`src/hdl/itp_pkg.sv`:
```
// Shared types and constants for the touch point poller.
package itp_pkg;

  // Number of point bytes read in the second bus read.
  localparam int unsigned POINT_BYTES = 4;

  // Controller register numbers and field masks.
  localparam logic [7:0] REG_FINGERS = 8'h02;
  localparam logic [7:0] REG_POINTS  = 8'h03;
  localparam logic [3:0] FINGER_MASK = 4'hF;

  // Configuration register indexes.
  typedef enum logic [2:0] {
    CFG_HALF_PERIOD  = 3'd0,
    CFG_ACK_TIMEOUT  = 3'd1,
    CFG_DEV_ADDR     = 3'd2,
    CFG_MAX_FINGERS  = 3'd3,
    CFG_SCREEN_W     = 3'd4,
    CFG_SCREEN_H     = 3'd5,
    CFG_SWAP_AXES    = 3'd6
  } cfg_idx_t;

  // Reset values of the configuration registers.
  localparam logic [15:0] RST_HALF_PERIOD = 16'd280;
  localparam logic [9:0]  RST_ACK_TIMEOUT = 10'd250;
  localparam logic [6:0]  RST_DEV_ADDR    = 7'd21;
  localparam logic [3:0]  RST_MAX_FINGERS = 4'd2;
  localparam logic [11:0] RST_SCREEN_W    = 12'd480;
  localparam logic [11:0] RST_SCREEN_H    = 12'd854;

  // Configuration register set.
  typedef struct packed {
    logic [15:0] half_period_ticks;
    logic [9:0]  ack_timeout_limit;
    logic [6:0]  device_address;
    logic [3:0]  max_finger_count;
    logic [11:0] screen_width;
    logic [11:0] screen_height;
    logic        swap_axes;
  } cfg_t;

  // Point bytes captured from the controller, entry 0 first.
  typedef logic [POINT_BYTES-1:0][7:0] point_bytes_t;

  // Touch report formed from the point bytes.
  typedef struct packed {
    logic        pressed;
    logic [3:0]  finger_count;
    logic [11:0] x_position;
    logic [11:0] y_position;
  } touch_t;

  // One result item.
  typedef struct packed {
    logic        scl_level;
    logic        sda_pull_low;
    logic        busy_res;
    logic        done_res;
    logic        bus_error;
    touch_t      touch;
  } result_t;

endpackage

```
`src/hdl/itp_ifs.sv`:
```
// Channel interfaces: tick input, result output and configuration write.
interface itp_tick_if;
  logic valid;
  logic ready;
  logic kind;
  logic sda_sample;

  modport source(output valid, kind, sda_sample, input ready);
  modport sink(input valid, kind, sda_sample, output ready);
endinterface

interface itp_res_if;
  logic        valid;
  logic        ready;
  logic        scl_level;
  logic        sda_pull_low;
  logic        busy_res;
  logic        done_res;
  logic        bus_error;
  logic        pressed;
  logic [3:0]  finger_count;
  logic [11:0] x_position;
  logic [11:0] y_position;

  modport source(output valid, scl_level, sda_pull_low, busy_res, done_res, bus_error,
                 pressed, finger_count, x_position, y_position, input ready);
  modport sink(input valid, scl_level, sda_pull_low, busy_res, done_res, bus_error,
               pressed, finger_count, x_position, y_position, output ready);
endinterface

interface itp_cfg_if;
  logic        valid;
  logic        ready;
  logic [2:0]  index;
  logic [15:0] data;

  modport source(output valid, index, data, input ready);
  modport sink(input valid, index, data, output ready);
endinterface

```
`src/hdl/i2c_touch_point_poller.sv`:
```
// Top level of the touch point poller: channels, result register and checks.
//
// The tick channel carries one bus timing tick per transaction: the sampled SDA
// level and a poll request flag. Every accepted tick yields exactly one result
// transaction with the SCL level, the SDA pull-down, the busy flag and, on the
// tick a poll ends, the done flag, the error flag and the touch report.
// A poll reads the finger-count register and, for a valid count, the four
// point bytes; each bus half period is timed by the configured tick count.
// The sequencer settles one tick combinationally, so a tick is taken every cycle
// unless stalled, and its result enters the result register in the cycle after
// it is accepted. The result register is the only storage between the two sides.
// When the receiver stalls, the pending result holds and new ticks are taken
// again in the same cycle that it is taken. The configuration channel is always
// ready; the user must write registers only while no poll is in progress; the
// block does not enforce it. Reset returns the sequencer to idle with SCL
// released, empties the result register and loads the default configuration.
module i2c_touch_point_poller (
  input  logic       clk,
  input  logic       rst,
  itp_tick_if.sink   tick,
  itp_res_if.source  res,
  itp_cfg_if.sink    cfg
);
  import itp_pkg::*;

  cfg_t    cfg_q;
  result_t seq_result;
  result_t res_q;
  logic    res_valid;
  logic    tick_accept;

  assign tick.ready  = !res_valid || res.ready;
  assign tick_accept = tick.valid && tick.ready;

  itp_cfg_regs u_cfg_regs (
    .clk   (clk),
    .rst   (rst),
    .cfg   (cfg),
    .cfg_q (cfg_q)
  );

  itp_seq u_seq (
    .clk        (clk),
    .rst        (rst),
    .en         (tick_accept),
    .kind       (tick.kind),
    .sda_sample (tick.sda_sample),
    .cfg_q      (cfg_q),
    .result     (seq_result)
  );

  // Result register valid flag.
  always_ff @(posedge clk) begin
    if (rst) begin
      res_valid <= 1'b0;
    end else if (tick_accept) begin
      res_valid <= 1'b1;
    end else if (res.ready) begin
      res_valid <= 1'b0;
    end
  end

  // Result payload loads with each accepted tick.
  always_ff @(posedge clk) begin
    if (tick_accept) begin
      res_q <= seq_result;
    end
  end

  assign res.valid        = res_valid;
  assign res.scl_level    = res_q.scl_level;
  assign res.sda_pull_low = res_q.sda_pull_low;
  assign res.busy_res     = res_q.busy_res;
  assign res.done_res     = res_q.done_res;
  assign res.bus_error    = res_q.bus_error;
  assign res.pressed      = res_q.touch.pressed;
  assign res.finger_count = res_q.touch.finger_count;
  assign res.x_position   = res_q.touch.x_position;
  assign res.y_position   = res_q.touch.y_position;

  // Every accepted tick leaves a pending result.
  a_accept_fills: assert property (@(posedge clk) disable iff (rst)
    tick_accept |=> res_valid)
    else $error("accepted tick left no result");

  // A stalled result blocks the tick channel.
  a_stall_blocks: assert property (@(posedge clk) disable iff (rst)
    (res_valid && !res.ready) |-> !tick.ready)
    else $error("tick taken while result stalled");

  // A finished poll leaves the sequencer idle.
  a_done_idle: assert property (@(posedge clk) disable iff (rst)
    (res_valid && res_q.done_res) |-> !res_q.busy_res)
    else $error("done reported while busy");

  // A touch is reported only on a clean finish with a finger.
  a_pressed_ok: assert property (@(posedge clk) disable iff (rst)
    (res_valid && res_q.touch.pressed) |->
      (res_q.done_res && !res_q.bus_error && res_q.touch.finger_count != 4'd0))
    else $error("touch reported without a clean finish");

endmodule

```
`src/hdl/itp_cfg_regs.sv`:
```
// Configuration register bank written through the configuration channel.
module itp_cfg_regs (
  input  logic            clk,
  input  logic            rst,
  itp_cfg_if.sink         cfg,
  output itp_pkg::cfg_t   cfg_q
);
  import itp_pkg::*;

  // Writes are always taken.
  assign cfg.ready = 1'b1;

  // Register file with reset defaults; unknown indexes are ignored.
  always_ff @(posedge clk) begin
    if (rst) begin
      cfg_q.half_period_ticks <= RST_HALF_PERIOD;
      cfg_q.ack_timeout_limit <= RST_ACK_TIMEOUT;
      cfg_q.device_address    <= RST_DEV_ADDR;
      cfg_q.max_finger_count  <= RST_MAX_FINGERS;
      cfg_q.screen_width      <= RST_SCREEN_W;
      cfg_q.screen_height     <= RST_SCREEN_H;
      cfg_q.swap_axes         <= 1'b0;
    end else if (cfg.valid) begin
      case (cfg_idx_t'(cfg.index))
        CFG_HALF_PERIOD: cfg_q.half_period_ticks <= cfg.data;
        CFG_ACK_TIMEOUT: cfg_q.ack_timeout_limit <= cfg.data[9:0];
        CFG_DEV_ADDR:    cfg_q.device_address    <= cfg.data[6:0];
        CFG_MAX_FINGERS: cfg_q.max_finger_count  <= cfg.data[3:0];
        CFG_SCREEN_W:    cfg_q.screen_width      <= cfg.data[11:0];
        CFG_SCREEN_H:    cfg_q.screen_height     <= cfg.data[11:0];
        CFG_SWAP_AXES:   cfg_q.swap_axes         <= cfg.data[0];
        default: begin
        end
      endcase
    end
  end

endmodule

```
`src/hdl/itp_coord.sv`:
```
// Forms the touch report from the captured point bytes and the screen bounds.
module itp_coord (
  input  itp_pkg::point_bytes_t point_bytes,
  input  logic [3:0]            fingers_read,
  input  itp_pkg::cfg_t         cfg_q,
  output itp_pkg::touch_t       touch
);
  import itp_pkg::*;

  logic [11:0] raw_x;
  logic [11:0] raw_y;
  logic [11:0] px;
  logic [11:0] py;
  logic        in_bounds;

  // Twelve-bit coordinates from high nibble and low byte pairs.
  assign raw_x = {point_bytes[0][3:0], point_bytes[1]};
  assign raw_y = {point_bytes[2][3:0], point_bytes[3]};

  // Landscape mode exchanges the axes before the bounds check.
  assign px = cfg_q.swap_axes ? raw_y : raw_x;
  assign py = cfg_q.swap_axes ? raw_x : raw_y;

  assign in_bounds = (px < cfg_q.screen_width) && (py < cfg_q.screen_height) &&
                     (fingers_read != 4'd0);

  // A rejected touch reports all zeros.
  always_comb begin
    touch = '0;
    if (in_bounds) begin
      touch.pressed      = 1'b1;
      touch.finger_count = fingers_read;
      touch.x_position   = px;
      touch.y_position   = py;
    end
  end

endmodule

```
`src/hdl/itp_seq.sv`:
```
// Bus sequencer: advances the bit-banged register reads by one tick per accepted item.
module itp_seq (
  input  logic              clk,
  input  logic              rst,
  input  logic              en,
  input  logic              kind,
  input  logic              sda_sample,
  input  itp_pkg::cfg_t     cfg_q,
  output itp_pkg::result_t  result
);
  import itp_pkg::*;

  typedef enum logic [4:0] {
    ST_IDLE      = 5'd0,
    ST_START_A   = 5'd1,
    ST_START_B   = 5'd2,
    ST_START_C   = 5'd3,
    ST_TX_BIT    = 5'd4,
    ST_TX_HIGH   = 5'd5,
    ST_TX_LOW    = 5'd6,
    ST_ACK_A     = 5'd7,
    ST_ACK_POLL  = 5'd8,
    ST_RX_LOW    = 5'd9,
    ST_RX_HIGH   = 5'd10,
    ST_RX_SAMPLE = 5'd11,
    ST_MACK_A    = 5'd12,
    ST_MACK_B    = 5'd13,
    ST_MACK_C    = 5'd14,
    ST_STOP_A    = 5'd15,
    ST_STOP_B    = 5'd16,
    ST_STOP_C    = 5'd17,
    ST_ESTOP_A   = 5'd18,
    ST_ESTOP_B   = 5'd19,
    ST_ESTOP_C   = 5'd20
  } step_t;

  localparam logic [3:0] LEN_POINTS  = 4'(POINT_BYTES);
  localparam logic [3:0] LEN_FINGERS = 4'd1;

  // Sequencer state; stage_b marks the point-byte read.
  step_t        step, step_next;
  logic         stage_b, stage_b_next;
  logic [15:0]  delay_count, delay_count_next;
  logic [9:0]   wait_count, wait_count_next;
  logic [3:0]   bit_count, bit_count_next;
  logic [7:0]   shift_byte, shift_byte_next;
  logic [2:0]   byte_index, byte_index_next;
  logic [3:0]   fingers_read, fingers_read_next;
  logic         scl_reg, scl_reg_next;
  logic         sda_reg, sda_reg_next;
  point_bytes_t point_bytes;

  logic         pb_we;
  logic [1:0]   pb_addr;
  logic [7:0]   pb_data;
  logic         done, err;
  logic         use_touch;
  logic [3:0]   len;
  logic [3:0]   finger_raw;
  touch_t       touch;

  // Byte to transmit for the current byte of the read sequence.
  function automatic logic [7:0] tx_byte(input logic [2:0] idx, input logic stb,
                                         input logic [6:0] addr);
    logic [7:0] res;
    if (idx == 3'd0) begin
      res = {addr, 1'b0};
    end else if (idx == 3'd1) begin
      res = stb ? REG_POINTS : REG_FINGERS;
    end else begin
      res = {addr, 1'b1};
    end
    return res;
  endfunction

  itp_coord u_coord (
    .point_bytes  (point_bytes),
    .fingers_read (fingers_read),
    .cfg_q        (cfg_q),
    .touch        (touch)
  );

  // Next-state logic for one tick.
  always_comb begin
    step_next         = step;
    stage_b_next      = stage_b;
    delay_count_next  = delay_count;
    wait_count_next   = wait_count;
    bit_count_next    = bit_count;
    shift_byte_next   = shift_byte;
    byte_index_next   = byte_index;
    fingers_read_next = fingers_read;
    scl_reg_next      = scl_reg;
    sda_reg_next      = sda_reg;
    pb_we             = 1'b0;
    pb_addr           = byte_index[1:0];
    pb_data           = 8'd0;
    done              = 1'b0;
    err               = 1'b0;
    use_touch         = 1'b0;
    finger_raw        = 4'd0;

    // A poll request while idle starts the finger-count read.
    if (!stage_b && step == ST_IDLE && kind) begin
      step_next         = ST_START_A;
      byte_index_next   = 3'd0;
      fingers_read_next = 4'd0;
      delay_count_next  = 16'd0;
    end

    len = stage_b_next ? LEN_POINTS : LEN_FINGERS;

    if (stage_b_next || step_next != ST_IDLE) begin
      if (delay_count_next != 16'd0) begin
        delay_count_next = delay_count_next - 16'd1;
      end else begin
        case (step_next)
          ST_START_A: begin
            sda_reg_next     = 1'b0;
            scl_reg_next     = 1'b1;
            delay_count_next = cfg_q.half_period_ticks;
            step_next        = ST_START_B;
          end
          ST_START_B: begin
            sda_reg_next     = 1'b1;
            delay_count_next = cfg_q.half_period_ticks;
            step_next        = ST_START_C;
          end
          ST_START_C: begin
            scl_reg_next    = 1'b0;
            shift_byte_next = tx_byte(byte_index_next, stage_b_next, cfg_q.device_address);
            bit_count_next  = 4'd0;
            step_next       = ST_TX_BIT;
          end
          ST_TX_BIT: begin
            sda_reg_next     = ~shift_byte_next[7];
            shift_byte_next  = {shift_byte_next[6:0], 1'b0};
            delay_count_next = cfg_q.half_period_ticks;
            step_next        = ST_TX_HIGH;
          end
          ST_TX_HIGH: begin
            scl_reg_next     = 1'b1;
            delay_count_next = cfg_q.half_period_ticks;
            step_next        = ST_TX_LOW;
          end
          ST_TX_LOW: begin
            scl_reg_next   = 1'b0;
            bit_count_next = bit_count_next + 4'd1;
            step_next      = (bit_count_next >= 4'd8) ? ST_ACK_A : ST_TX_BIT;
          end
          ST_ACK_A: begin
            sda_reg_next     = 1'b0;
            scl_reg_next     = 1'b1;
            wait_count_next  = 10'd0;
            delay_count_next = cfg_q.half_period_ticks;
            step_next        = ST_ACK_POLL;
          end
          ST_ACK_POLL: begin
            if (sda_sample) begin
              // Still no acknowledge: count the sample or give up.
              if (wait_count_next >= cfg_q.ack_timeout_limit) begin
                step_next = ST_ESTOP_A;
              end else begin
                wait_count_next  = wait_count_next + 10'd1;
                delay_count_next = cfg_q.half_period_ticks;
              end
            end else begin
              scl_reg_next = 1'b0;
              if (byte_index_next == 3'd0) begin
                byte_index_next = 3'd1;
                shift_byte_next = tx_byte(3'd1, stage_b_next, cfg_q.device_address);
                bit_count_next  = 4'd0;
                step_next       = ST_TX_BIT;
              end else if (byte_index_next == 3'd1) begin
                byte_index_next = 3'd2;
                step_next       = ST_START_A;
              end else begin
                byte_index_next = 3'd0;
                bit_count_next  = 4'd0;
                shift_byte_next = 8'd0;
                step_next       = ST_RX_LOW;
              end
            end
          end
          ST_RX_LOW: begin
            scl_reg_next     = 1'b0;
            sda_reg_next     = 1'b0;
            delay_count_next = cfg_q.half_period_ticks;
            step_next        = ST_RX_HIGH;
          end
          ST_RX_HIGH: begin
            scl_reg_next     = 1'b1;
            delay_count_next = cfg_q.half_period_ticks;
            step_next        = ST_RX_SAMPLE;
          end
          ST_RX_SAMPLE: begin
            shift_byte_next = {shift_byte_next[6:0], sda_sample};
            bit_count_next  = bit_count_next + 4'd1;
            if (bit_count_next >= 4'd8) begin
              if (!stage_b_next) begin
                // Finger count outside one to the limit counts as no touch.
                finger_raw = shift_byte_next[3:0] & FINGER_MASK;
                fingers_read_next = (finger_raw != 4'd0 &&
                                     finger_raw <= cfg_q.max_finger_count) ? finger_raw : 4'd0;
              end else if ({1'b0, byte_index_next} < LEN_POINTS) begin
                pb_we   = 1'b1;
                pb_addr = byte_index_next[1:0];
                pb_data = shift_byte_next;
              end
              step_next = ST_MACK_A;
            end else begin
              step_next = ST_RX_LOW;
            end
          end
          ST_MACK_A: begin
            // Acknowledge every byte but the last one.
            scl_reg_next     = 1'b0;
            sda_reg_next     = (({1'b0, byte_index_next} + 4'd1) >= len) ? 1'b0 : 1'b1;
            delay_count_next = cfg_q.half_period_ticks;
            step_next        = ST_MACK_B;
          end
          ST_MACK_B: begin
            scl_reg_next     = 1'b1;
            delay_count_next = cfg_q.half_period_ticks;
            step_next        = ST_MACK_C;
          end
          ST_MACK_C: begin
            scl_reg_next    = 1'b0;
            byte_index_next = byte_index_next + 3'd1;
            if ({1'b0, byte_index_next} >= len) begin
              step_next = ST_STOP_A;
            end else begin
              bit_count_next  = 4'd0;
              shift_byte_next = 8'd0;
              step_next       = ST_RX_LOW;
            end
          end
          ST_STOP_A: begin
            scl_reg_next     = 1'b0;
            sda_reg_next     = 1'b1;
            delay_count_next = cfg_q.half_period_ticks;
            step_next        = ST_STOP_B;
          end
          ST_ESTOP_A: begin
            scl_reg_next     = 1'b0;
            sda_reg_next     = 1'b1;
            delay_count_next = cfg_q.half_period_ticks;
            step_next        = ST_ESTOP_B;
          end
          ST_STOP_B: begin
            scl_reg_next     = 1'b1;
            delay_count_next = cfg_q.half_period_ticks;
            step_next        = ST_STOP_C;
          end
          ST_ESTOP_B: begin
            scl_reg_next     = 1'b1;
            delay_count_next = cfg_q.half_period_ticks;
            step_next        = ST_ESTOP_C;
          end
          ST_STOP_C: begin
            sda_reg_next = 1'b0;
            if (!stage_b_next && fingers_read_next != 4'd0) begin
              // A valid count goes on to the point-byte read.
              stage_b_next    = 1'b1;
              step_next       = ST_START_A;
              byte_index_next = 3'd0;
            end else begin
              use_touch    = stage_b_next;
              stage_b_next = 1'b0;
              step_next    = ST_IDLE;
              done         = 1'b1;
            end
          end
          ST_ESTOP_C: begin
            sda_reg_next = 1'b0;
            stage_b_next = 1'b0;
            step_next    = ST_IDLE;
            done         = 1'b1;
            err          = 1'b1;
          end
          default: begin
            stage_b_next = 1'b0;
            step_next    = ST_IDLE;
            scl_reg_next = 1'b1;
            sda_reg_next = 1'b0;
          end
        endcase
      end
    end
  end

  // Result of this tick.
  always_comb begin
    result.scl_level    = scl_reg_next;
    result.sda_pull_low = sda_reg_next;
    result.busy_res     = stage_b_next || (step_next != ST_IDLE);
    result.done_res     = done;
    result.bus_error    = err;
    result.touch        = use_touch ? touch : '0;
  end

  // Control state advances once per accepted tick.
  always_ff @(posedge clk) begin
    if (rst) begin
      step         <= ST_IDLE;
      stage_b      <= 1'b0;
      delay_count  <= 16'd0;
      wait_count   <= 10'd0;
      bit_count    <= 4'd0;
      shift_byte   <= 8'd0;
      byte_index   <= 3'd0;
      fingers_read <= 4'd0;
      scl_reg      <= 1'b1;
      sda_reg      <= 1'b0;
    end else if (en) begin
      step         <= step_next;
      stage_b      <= stage_b_next;
      delay_count  <= delay_count_next;
      wait_count   <= wait_count_next;
      bit_count    <= bit_count_next;
      shift_byte   <= shift_byte_next;
      byte_index   <= byte_index_next;
      fingers_read <= fingers_read_next;
      scl_reg      <= scl_reg_next;
      sda_reg      <= sda_reg_next;
    end
  end

  // Point bytes hold payload only and are always written before use.
  always_ff @(posedge clk) begin
    if (en && pb_we) begin
      point_bytes[pb_addr] <= pb_data;
    end
  end

endmodule
```
`src/flat_wrapper.sv`:
```
// flat-port wrapper written by rule: the top's interface ports become plain ports
module i2c_touch_point_poller_flat import itp_pkg::*;
  (clk, rst, tick_valid, tick_kind, tick_sda_sample, tick_ready, res_valid, res_scl_level, res_sda_pull_low, res_busy_res, res_done_res, res_bus_error, res_pressed, res_finger_count, res_x_position, res_y_position, res_ready, cfg_valid, cfg_index, cfg_data, cfg_ready);
  itp_tick_if tick_i ();
  itp_res_if res_i ();
  itp_cfg_if cfg_i ();
  input  logic clk;
  input  logic rst;
  input wire logic [$bits(tick_i.valid)-1:0] tick_valid;
  input wire logic [$bits(tick_i.kind)-1:0] tick_kind;
  input wire logic [$bits(tick_i.sda_sample)-1:0] tick_sda_sample;
  output wire logic [$bits(tick_i.ready)-1:0] tick_ready;
  output wire logic [$bits(res_i.valid)-1:0] res_valid;
  output wire logic [$bits(res_i.scl_level)-1:0] res_scl_level;
  output wire logic [$bits(res_i.sda_pull_low)-1:0] res_sda_pull_low;
  output wire logic [$bits(res_i.busy_res)-1:0] res_busy_res;
  output wire logic [$bits(res_i.done_res)-1:0] res_done_res;
  output wire logic [$bits(res_i.bus_error)-1:0] res_bus_error;
  output wire logic [$bits(res_i.pressed)-1:0] res_pressed;
  output wire logic [$bits(res_i.finger_count)-1:0] res_finger_count;
  output wire logic [$bits(res_i.x_position)-1:0] res_x_position;
  output wire logic [$bits(res_i.y_position)-1:0] res_y_position;
  input wire logic [$bits(res_i.ready)-1:0] res_ready;
  input wire logic [$bits(cfg_i.valid)-1:0] cfg_valid;
  input wire logic [$bits(cfg_i.index)-1:0] cfg_index;
  input wire logic [$bits(cfg_i.data)-1:0] cfg_data;
  output wire logic [$bits(cfg_i.ready)-1:0] cfg_ready;
  assign tick_i.valid = tick_valid;
  assign tick_i.kind = tick_kind;
  assign tick_i.sda_sample = tick_sda_sample;
  assign tick_ready = tick_i.ready;
  assign res_valid = res_i.valid;
  assign res_scl_level = res_i.scl_level;
  assign res_sda_pull_low = res_i.sda_pull_low;
  assign res_busy_res = res_i.busy_res;
  assign res_done_res = res_i.done_res;
  assign res_bus_error = res_i.bus_error;
  assign res_pressed = res_i.pressed;
  assign res_finger_count = res_i.finger_count;
  assign res_x_position = res_i.x_position;
  assign res_y_position = res_i.y_position;
  assign res_i.ready = res_ready;
  assign cfg_i.valid = cfg_valid;
  assign cfg_i.index = cfg_index;
  assign cfg_i.data = cfg_data;
  assign cfg_ready = cfg_i.ready;
  i2c_touch_point_poller u_core (.clk(clk), .rst(rst), .tick(tick_i), .res(res_i), .cfg(cfg_i));
endmodule
```
`config.mk`:
```
export PLATFORM = sky130hd
export DESIGN_NAME = i2c_touch_point_poller_flat
export DESIGN_NICKNAME = d
export VERILOG_FILES = /design/src/hdl/itp_pkg.sv /design/src/hdl/itp_ifs.sv /design/src/hdl/i2c_touch_point_poller.sv /design/src/hdl/itp_cfg_regs.sv /design/src/hdl/itp_coord.sv /design/src/hdl/itp_seq.sv /design/src/flat_wrapper.sv
export SDC_FILE = /design/constraint.sdc
export NUM_CORES = 1
export LEC_CHECK = 0
export BUFFER_PORTS_ARGS = -buffer_cell sky130_fd_sc_hd__buf_2
export CELL_PAD_IN_SITES_DETAIL_PLACEMENT = 1
export CELL_PAD_IN_SITES_GLOBAL_PLACEMENT = 1
export CORE_MARGIN = 1.5
export CORE_UTILIZATION = 30
export DETAILED_ROUTE_END_ITERATION = 12
export PLACE_DENSITY_LB_ADDON = 0.1
export SLEW_MARGIN = 20
export SYNTH_ARGS = -nofsm -noshare
export SYNTH_HDL_FRONTEND = slang
export SYNTH_SLANG_ARGS = --single-unit
```
`constraint.sdc`:
```
create_clock -name clk -period 5.17 [get_ports clk]
set_input_delay 0.7755 -clock clk [delete_from_list [all_inputs] [get_ports clk]]
set_output_delay 0.7755 -clock clk [all_outputs]
set_load 0.1 [all_outputs]
```
==> results of run 1 <==
## worst register-to-register path, cell delays in order (launching register included)
cell	delay (ns)
dfxtp_1	0.34
nor4_1	0.24
buf_4	0.20
nand2_1	0.18
and2_1	0.26
inv_1	0.09
ha_1	0.24
or3b_2	0.48
a21oi_1	0.33
o21ai_0	0.21
or4_1	0.65
or4_1	0.45
a21oi_1	0.14
## cell usage after synthesis, types with 3 or more instances
| library cell | n |
|---|---|
| xnor2_1 | 12 |
| nand4_1 | 4 |
| mux2i_1 | 18 |
| a41oi_1 | 3 |
| a2111oi_0 | 5 |
| a21o_1 | 5 |
| a21oi_1 | 92 |
| nor3b_1 | 28 |
| o211ai_1 | 19 |
| xor2_1 | 6 |
| nand2b_1 | 10 |
| nand2_1 | 178 |
| or4_1 | 7 |
| o21a_1 | 5 |
| nor2b_1 | 10 |
| mux2_2 | 23 |
| clkbuf_1 | 48 |
| o22ai_1 | 6 |
| o41ai_1 | 3 |
| inv_1 | 54 |
| o31ai_1 | 8 |
| or3_1 | 8 |
| a211oi_1 | 8 |
| edfxtp_1 | 58 |
| a32oi_1 | 4 |
| dfxtp_1 | 116 |
| o21ai_0 | 48 |
| a22oi_1 | 4 |
| a311oi_1 | 9 |
| ha_1 | 44 |
| nor2_1 | 75 |
| nor4_1 | 9 |
| nor3_1 | 20 |
| buf_2 | 5 |
| buf_1 | 3 |
| a22o_1 | 5 |
| or2_2 | 4 |
| a31oi_1 | 11 |
| nand3_1 | 36 |
| and2_1 | 14 |
| and3_1 | 5 |
## per-stage QoR
stage | setup WS (ns) | total power, uW | instance area, sq um | cells
floorplan | 1.12 | 2320 | 9320 | 1070
global route | 1.07 | 4200 | 10700 | 1521
finish | 1.24 | 3980 | 10700 | 1521
global placement | 0.898 | 2640 | 10100 | 1489
detailed placement | 0.808 | 2640 | 10100 | 1489
CTS | 1.30 | 4030 | 10700 | 1521
## final timing paths
| path | end | depth (start not counted) | slack [ns] |
|---|---|---|---|
| max reg2reg | u_core.u_seq.bit_count[2]$_SDFFE_PP0P_ | 12 | 1.28 |
| min reg2reg | u_core.u_cfg_regs.cfg_q[22]$_SDFFE_PP0P_ | 2 | 0.46 |
| min | u_core.u_cfg_regs.cfg_q[22]$_SDFFE_PP0P_ | 2 | 0.46 |
| max | u_core.u_seq.bit_count[2]$_SDFFE_PP0P_ | 13 | 1.24 |
## kinds of logic (layout without fill, tap and decap cells)
family,after synthesis,in the layout,share of synthesized area [%]
multiplexers,41,41,4.71
adder cells (fa/ha/maj),44,44,5.91
AO/OA/AOI/OAI,261,261,18.0
buffers and inverters,113,168,4.82
XOR/XNOR,18,18,1.69
other,1,1,0.0402
AND/OR/NAND/NOR,418,418,21.3
flip-flops,174,174,43.6
## power by group through the flow
| stage | combinational [uW] | sequential, uW | clock, uW |
|---|---|---|---|
| 2_1_floorplan | 634 | 1690 | 0 |
| 3_3_place_gp | 1080 | 1560 | 0 |
| 3_5_place_dp | 1080 | 1560 | 0 |
| 4_1_cts | 1080 | 1530 | 1420 |
| 5_1_grt | 1180 | 1540 | 1470 |
| 6_report | 1070 | 1530 | 1370 |
## metal layers
layer | GRT usage, % | vias to the layer above | routed length (um)
met5 | 0 | - | 0
met4 | 5.51 | 0 | 496
met3 | 3.07 | 22 | 854
met2 | 33.6 | 121 | 14700
met1 | 26.5 | 3906 | 14600
li1 | - | 3916 | -
## layout make-up
cell class | count | area, sq um | area share (%)
Timing Repair Buffer | 82 | 463 | 4.33
Multi-Input combinational cell | 783 | 4860 | 45.4
Sequential cell | 174 | 4060 | 38.0
Inverter | 54 | 203 | 1.89
Tap cell | 396 | 495 | 4.63
Clock inverter | 12 | 146 | 1.37
Clock buffer | 20 | 468 | 4.37
==> flow_summary_export.csv, run 1 <==
group,metric,value,unit
clock_network,worstSkewPairLatency,0.44,ns
job,maxCapViolations,0,
hold_path,hold_class,"reg -> reg",
final_layout,mostFrequentLayoutCells,"nand2_1 (178), dfxtp_1 (116), a21oi_1 (91)",
logic_synthesis,yosysWarnings,0,
outcome,status,"complete, no violations",
sta,fin_crit_sh,76.0,%
logic_synthesis,yosys.area.top_type,"dfxtp_1",
floorplanning,die_h,179,um
clock_network,hold_buffers,0,
sta,fin_hold_ws,0.459,ns
grt,grt_start_max_net_pins,71,
power,pwr-share-seq,38.5,%
logic_synthesis,synth_cell_types,70,
final_layout,drive_above_1_share,14.0,%
floorplanning,die_x,179,um
grt,grt_pass1_vias,8025,
final_layout,utilization,35.0,%
floorplanning,start_util,30.5,%
clock_network,clock_sinks,174,
final_layout,regMostFlops,"u_core.u_cfg_regs.cfg_q",
clock_network,tritoncts,"done",
sta,relSlewSlack,28.6,%
detailed_routing,drtIter0Drc,372,
grt,antenna_found_initial,0,
logic_synthesis,ys_ff_latch,174,
logic_synthesis,yosysSeqAreaShare,43.6,%
sta,fmax,0.254,GHz
floorplanning,core,0.0306,sq mm
setup_path,cp.arrival,4.30,ns
setup_path,crit_chain,"buf_2 -> nor3b_1 -> buf_4 -> nand2_1 -> and2_1 -> inv_1 -> ha_1 -> or3b_2 -> a21oi_1 -> o21ai_0 -> or4_1 -> or4_1 -> a21oi_1",
setup_path,worstSetupStartpoint,"tick_kind",
clock_network,clkTransAtPathRegs,0.07,ns
place,gp_congestion,0.810,
logic_synthesis,async_flop_share,0,%
clock_network,cts-resized-gates,0,
setup_path,cp_slowest_cell,"or4_1",
setup_path,critical_path_class,"in -> reg",
detailed_routing,final_antenna_net_count,0,
logic_synthesis,synthesis.area_per_instance,8.71,sq um
sta,rsz0062_at_grt,"no",
detailed_routing,vias_per_cell,5.24,
final_layout,top_regs,"u_core.u_cfg_regs.cfg_q: 62 flops, u_core.u_seq.point_bytes: 24 flops, u_core.u_seq.delay_count: 16 flops",
power,peakVddDrop,0.000198,V
setup_path,start_kind,"primary input",
sta,finalSetupViolCount,0,
floorplanning,std_cell_rows,64,
setup_path,r2r-start,"u_core.u_seq.step[2]$_SDFFE_PP0P_",
logic_synthesis,yosys_most_used_dff,"dfxtp_1",
power,pwr-share-clk,34.5,%
clock_network,clock_path_buffers,2,
power,powerDensity,372,mW/mm^2
sta,tightest_slew,1.06,ns
grt,grt_pass1_wl,48100,um
clock_network,cts-root-buf,"clkbuf_16",
grt,globalRouteTotalUtil,20.0,%
setup_path,cp.required,5.54,ns
power,switchingPower,1430,uW
logic_synthesis,synth.cell_area,0.00932,sq mm
detailed_routing,wl,30700,um
place,hpwl,22500,um
final_layout,nNetsFinal,1182,
detailed_routing,first_pass_iters,4,
power,combPwrFrac,27.0,%
final_layout,syn_to_final_growth,14.8,%
power,internal_power,2550,uW
setup_path,crit_buf_inv,3,
final_layout,layout_commonest_cell,"nand2_1",
sta,finalClockSkew,0.0144,ns
sta,hold_viol_final,0,
final_layout,largest_reg_flops,62,
logic_synthesis,synth_nets,1140,
grt,overflow,0,
floorplanning,io_pins,63,
logic_synthesis,yosysTopAreaCellShare,24.9,%
sta,slew_violations,0,
detailed_routing,wl_per_cell,20.2,um
final_layout,antenna_cells,0,
power,p_leak,0.00401,uW
setup_path,critPathMaxStageDelay,0.65,ns
final_layout,fill_cells,3628,
logic_synthesis,synth-edff-count,58,
detailed_routing,via_count,7965,
power,switching_share,35.8,%
floorplanning,die-area,0.0321,sq mm
clock_network,ctsHtreeMaxLevel,4,
logic_synthesis,ys_top_cells_by_area,"dfxtp_1 (25%), edfxtp_1 (19%), nand2_1 (7.2%), ha_1 (5.9%), a21oi_1 (4.9%)",
place,portBuffers,61,
sta,tns,0,ns
detailed_routing,drc,0,
setup_path,worstPathMaxFanout,8,
hold_path,hp-start,"u_core.u_cfg_regs.cfg_q[22]$_SDFFE_PP0P_",
logic_synthesis,synth_cells,1070,
sta,period_needed,3.93,ns
clock_network,post-cts-setup-buffer-count,0,
setup_path,cp_top_family,"simple AND/OR/NAND/NOR gates",
setup_path,end_kind,"register",
clock_network,numCtsBuffers,17,
No activity file was read; power rests on OpenSTA's default activity.
==> run 2: changes to the inputs <==
clock period = 3.5 ns   (was 5.17 ns; I/O delays follow)
==> run 2 against run 1 <==
Effect of this change: register-to-register slack worse by 0.96 ns; cell count rose by 2.2%; cell area increased by 2.4%; worst hold slack got worse by 0.12 ns; largest power group unchanged; power rose by 47%; non-clock buffer count up 33; critical path depth fell by 6; count of clock-buffer cells in the layout increased by 3; first-iteration DRC count increased by 19%; largest cell class unchanged.
==> flow_summary_export.csv, run 2 (synthesis results as in run 1) <==
group,metric,value,unit
place,dp_slack,-0.0712,ns
sta,tightest_slew,0.738,ns
power,p_leak,0.00416,uW
clock_network,numCtsBuffers,17,
sta,fin_crit_sh,91.0,%
floorplanning,die_x,179,um
final_layout,utilization,35.8,%
sta,period_needed,3.18,ns
final_layout,largest_reg_flops,62,
grt,overflow,0,
floorplanning,start_util,30.5,%
power,powerDensity,535,mW/mm^2
place,placedCellCount,1522,
power,peakVddDrop,0.000331,V
place,portBuffers,61,
hold_path,hold_class,"in -> reg",
final_layout,drive_above_1_share,16.7,%
setup_path,cp.required,3.59,ns
floorplanning,core,0.0306,sq mm
sta,hold_viol_final,0,
sta,setup_ws,0.317,ns
floorplanning,die-area,0.0321,sq mm
setup_path,worstPathMaxFanout,8,
job,maxCapViolations,0,
setup_path,start_kind,"register",
clock_network,clock_sinks,174,
setup_path,r2r-start,"u_core.u_seq.delay_count[7]$_SDFFE_PP0P_",
detailed_routing,drtIter0Drc,444,
sta,rsz0062_at_grt,"no",
detailed_routing,first_pass_iters,5,
grt,globalRouteTotalUtil,20.1,%
final_layout,fill_cells,3610,
power,internal_power,3820,uW
place,hpwl,23100,um
outcome,status,"complete, no violations",
setup_path,critPathMaxStageDelay,0.57,ns
setup_path,crit_chain,"or4_4 -> or4_4 -> o31ai_1 -> nand3_1 -> nor2_1 -> nand2_1 -> nor2_1",
place,gp_congestion,0.801,
grt,grt_start_max_net_pins,47,
sta,finalClockSkew,0.0120,ns
floorplanning,die_h,179,um
power,switchingPower,2040,uW
final_layout,instances_no_fill,1554,
hold_path,hold_depth,3,
setup_path,r2r_setup_slack,0.32,ns
grt,use_met1,26.6,%
detailed_routing,wl_per_cell,20.0,um
setup_path,r2r_cells,7,
hold_path,whs_endpoint,"u_core.res.valid$_SDFFE_PP0P_",
floorplanning,io_pins,63,
detailed_routing,vias_per_cell,5.16,
power,pwr-share-clk,33.2,%
power,combPwrFrac,28.2,%
final_layout,layout_commonest_cell,"nand2_1",
final_layout,antenna_cells,0,
grt,grt-busiest-layer,"met2",
clock_network,ctsHtreeMaxLevel,4,
clock_network,tritoncts,"done",
grt,grt_pass1_vias,8080,
clock_network,clock_path_buffers,2,
power,switching_share,34.9,%
setup_path,cp_top_family,"simple AND/OR/NAND/NOR gates",
hold_path,hp-start,"tick_valid",
final_layout,top_regs,"u_core.u_cfg_regs.cfg_q: 62 flops, u_core.u_seq.point_bytes: 24 flops, u_core.u_seq.delay_count: 16 flops",
power,pwr-share-seq,38.6,%
setup_path,critical_path_class,"reg -> reg",
final_layout,nNetsFinal,1215,
detailed_routing,final_antenna_net_count,0,
setup_path,cp_slowest_cell,"or4_4",
sta,fin_hold_ws,0.343,ns
clock_network,clkTransAtPathRegs,0.06,ns
sta,slew_violations,0,
clock_network,cts-root-buf,"clkbuf_16",
setup_path,r2r_end,"u_core.u_seq.point_bytes[19]$_DFFE_PP_",
floorplanning,std_cell_rows,64,
final_layout,syn_to_final_growth,17.5,%
grt,antenna_found_initial,0,
grt,grt_pass1_wl,48300,um
sta,finalSetupViolCount,0,
clock_network,worstSkewPairLatency,0.44,ns
sta,fmax,0.314,GHz
setup_path,cp.arrival,3.28,ns
setup_path,crit_buf_inv,0,
grt,met2_usage,34.5,%
detailed_routing,drc,0,
final_layout,mostFrequentLayoutCells,"nand2_1 (176), dfxtp_1 (116), a21oi_1 (90)",
grt,met3_usage,2.67,%
detailed_routing,wl,31000,um
setup_path,end_kind,"register",
detailed_routing,via_count,8021,
sta,relSlewSlack,50.8,%
final_layout,regMostFlops,"u_core.u_cfg_regs.cfg_q",
clock_network,post-cts-setup-buffer-count,0,
## run 2: cell types whose count changed in the layout (fill, tap and decap cells not counted), moves of 2 or more
cell | before | now
clkbuf_1 | 1 | 3
o21ai_0 | 48 | 46
nand2_1 | 178 | 176
clkinv_4 | 3 | 1
clkinvlp_4 | 0 | 2
nor2_1 | 73 | 75
buf_4 | 21 | 53
nor2_2 | 2 | 0
inv_6 | 5 | 1
nand2_2 | 1 | 3
## run 2: area by class of cell
type / instances / area, sq um / share of cell area [%]
Multi-Input combinational cell: 783 / 4880 / 44.6
Sequential cell: 174 / 4060 / 37.1
Timing Repair Buffer: 115 / 723 / 6.60
Tap cell: 396 / 495 / 4.52
Clock buffer: 23 / 480 / 4.39
Inverter: 54 / 203 / 1.85
Clock inverter: 9 / 106 / 0.971
## run 2: power by group through the flow
stage               registers (uW)  logic, uW  clock network [uW]
finish                        2260       1650                1940
global route                  2270       1820                2090
CTS                           2260       1670                2000
detailed placement            2310       1660                   0
global placement              2310       1670                   0
floorplan                     2490        956                   0
## run 2: worst max-delay path by stage
| stage | start | endpoint | slack [ns] | depth (start not counted) |
|---|---|---|---|---|
| final | u_core.u_seq.delay_count[7]$_SDFFE_PP0P_ | u_core.u_seq.point_bytes[19]$_DFFE_PP_ | 0.32 | 7 |
| after global routing | u_core.u_seq.step[3]$_SDFFE_PP0P_ | u_core.res.busy_res$_DFFE_PP_ | 0.06 | 14 |
| after CTS | u_core.u_seq.step[3]$_SDFFE_PP0P_ | u_core.u_seq.bit_count[2]$_SDFFE_PP0P_ | 0.14 | 11 |
| after detailed placement | tick_kind | u_core.u_seq.bit_count[2]$_SDFFE_PP0P_ | -0.07 | 12 |
| after global placement | tick_kind | u_core.u_seq.bit_count[2]$_SDFFE_PP0P_ | 0.02 | 12 |
| after floorplan | u_core.u_seq.step[4]$_SDFFE_PP0P_ | u_core.u_seq.bit_count[2]$_SDFFE_PP0P_ | 0.01 | 15 |
## run 2: timing repair
item	CTS	global route
hold endpoints to repair	0	0
resized for setup	0	4
hold buffers	0	0
setup endpoints to repair	0	11
## run 2: tightest hold or removal path, delay by kind of cell
| family | cells | cell delay (ns) |
|---|---|---|
| compound gates | 1 | 0.05 |
| buf+inv | 2 | 0.15 |
## run 2: stage by stage
stage | TNS [ns] | cell area, sq um | power [uW]
final | 0 | 11000 | 5860
after global routing | 0 | 11000 | 6170
after detailed placement | -0.0712 | 10400 | 3970
after floorplan | 0 | 9380 | 3450
after CTS | 0 | 10900 | 5920
after global placement | 0 | 10400 | 3970
## run 2: per-layer routing
layer	vias up	share of wire, %
li1	3985	-
met4	0	1.3
met5	-	0
met2	123	49
met1	3892	47
met3	21	2.7
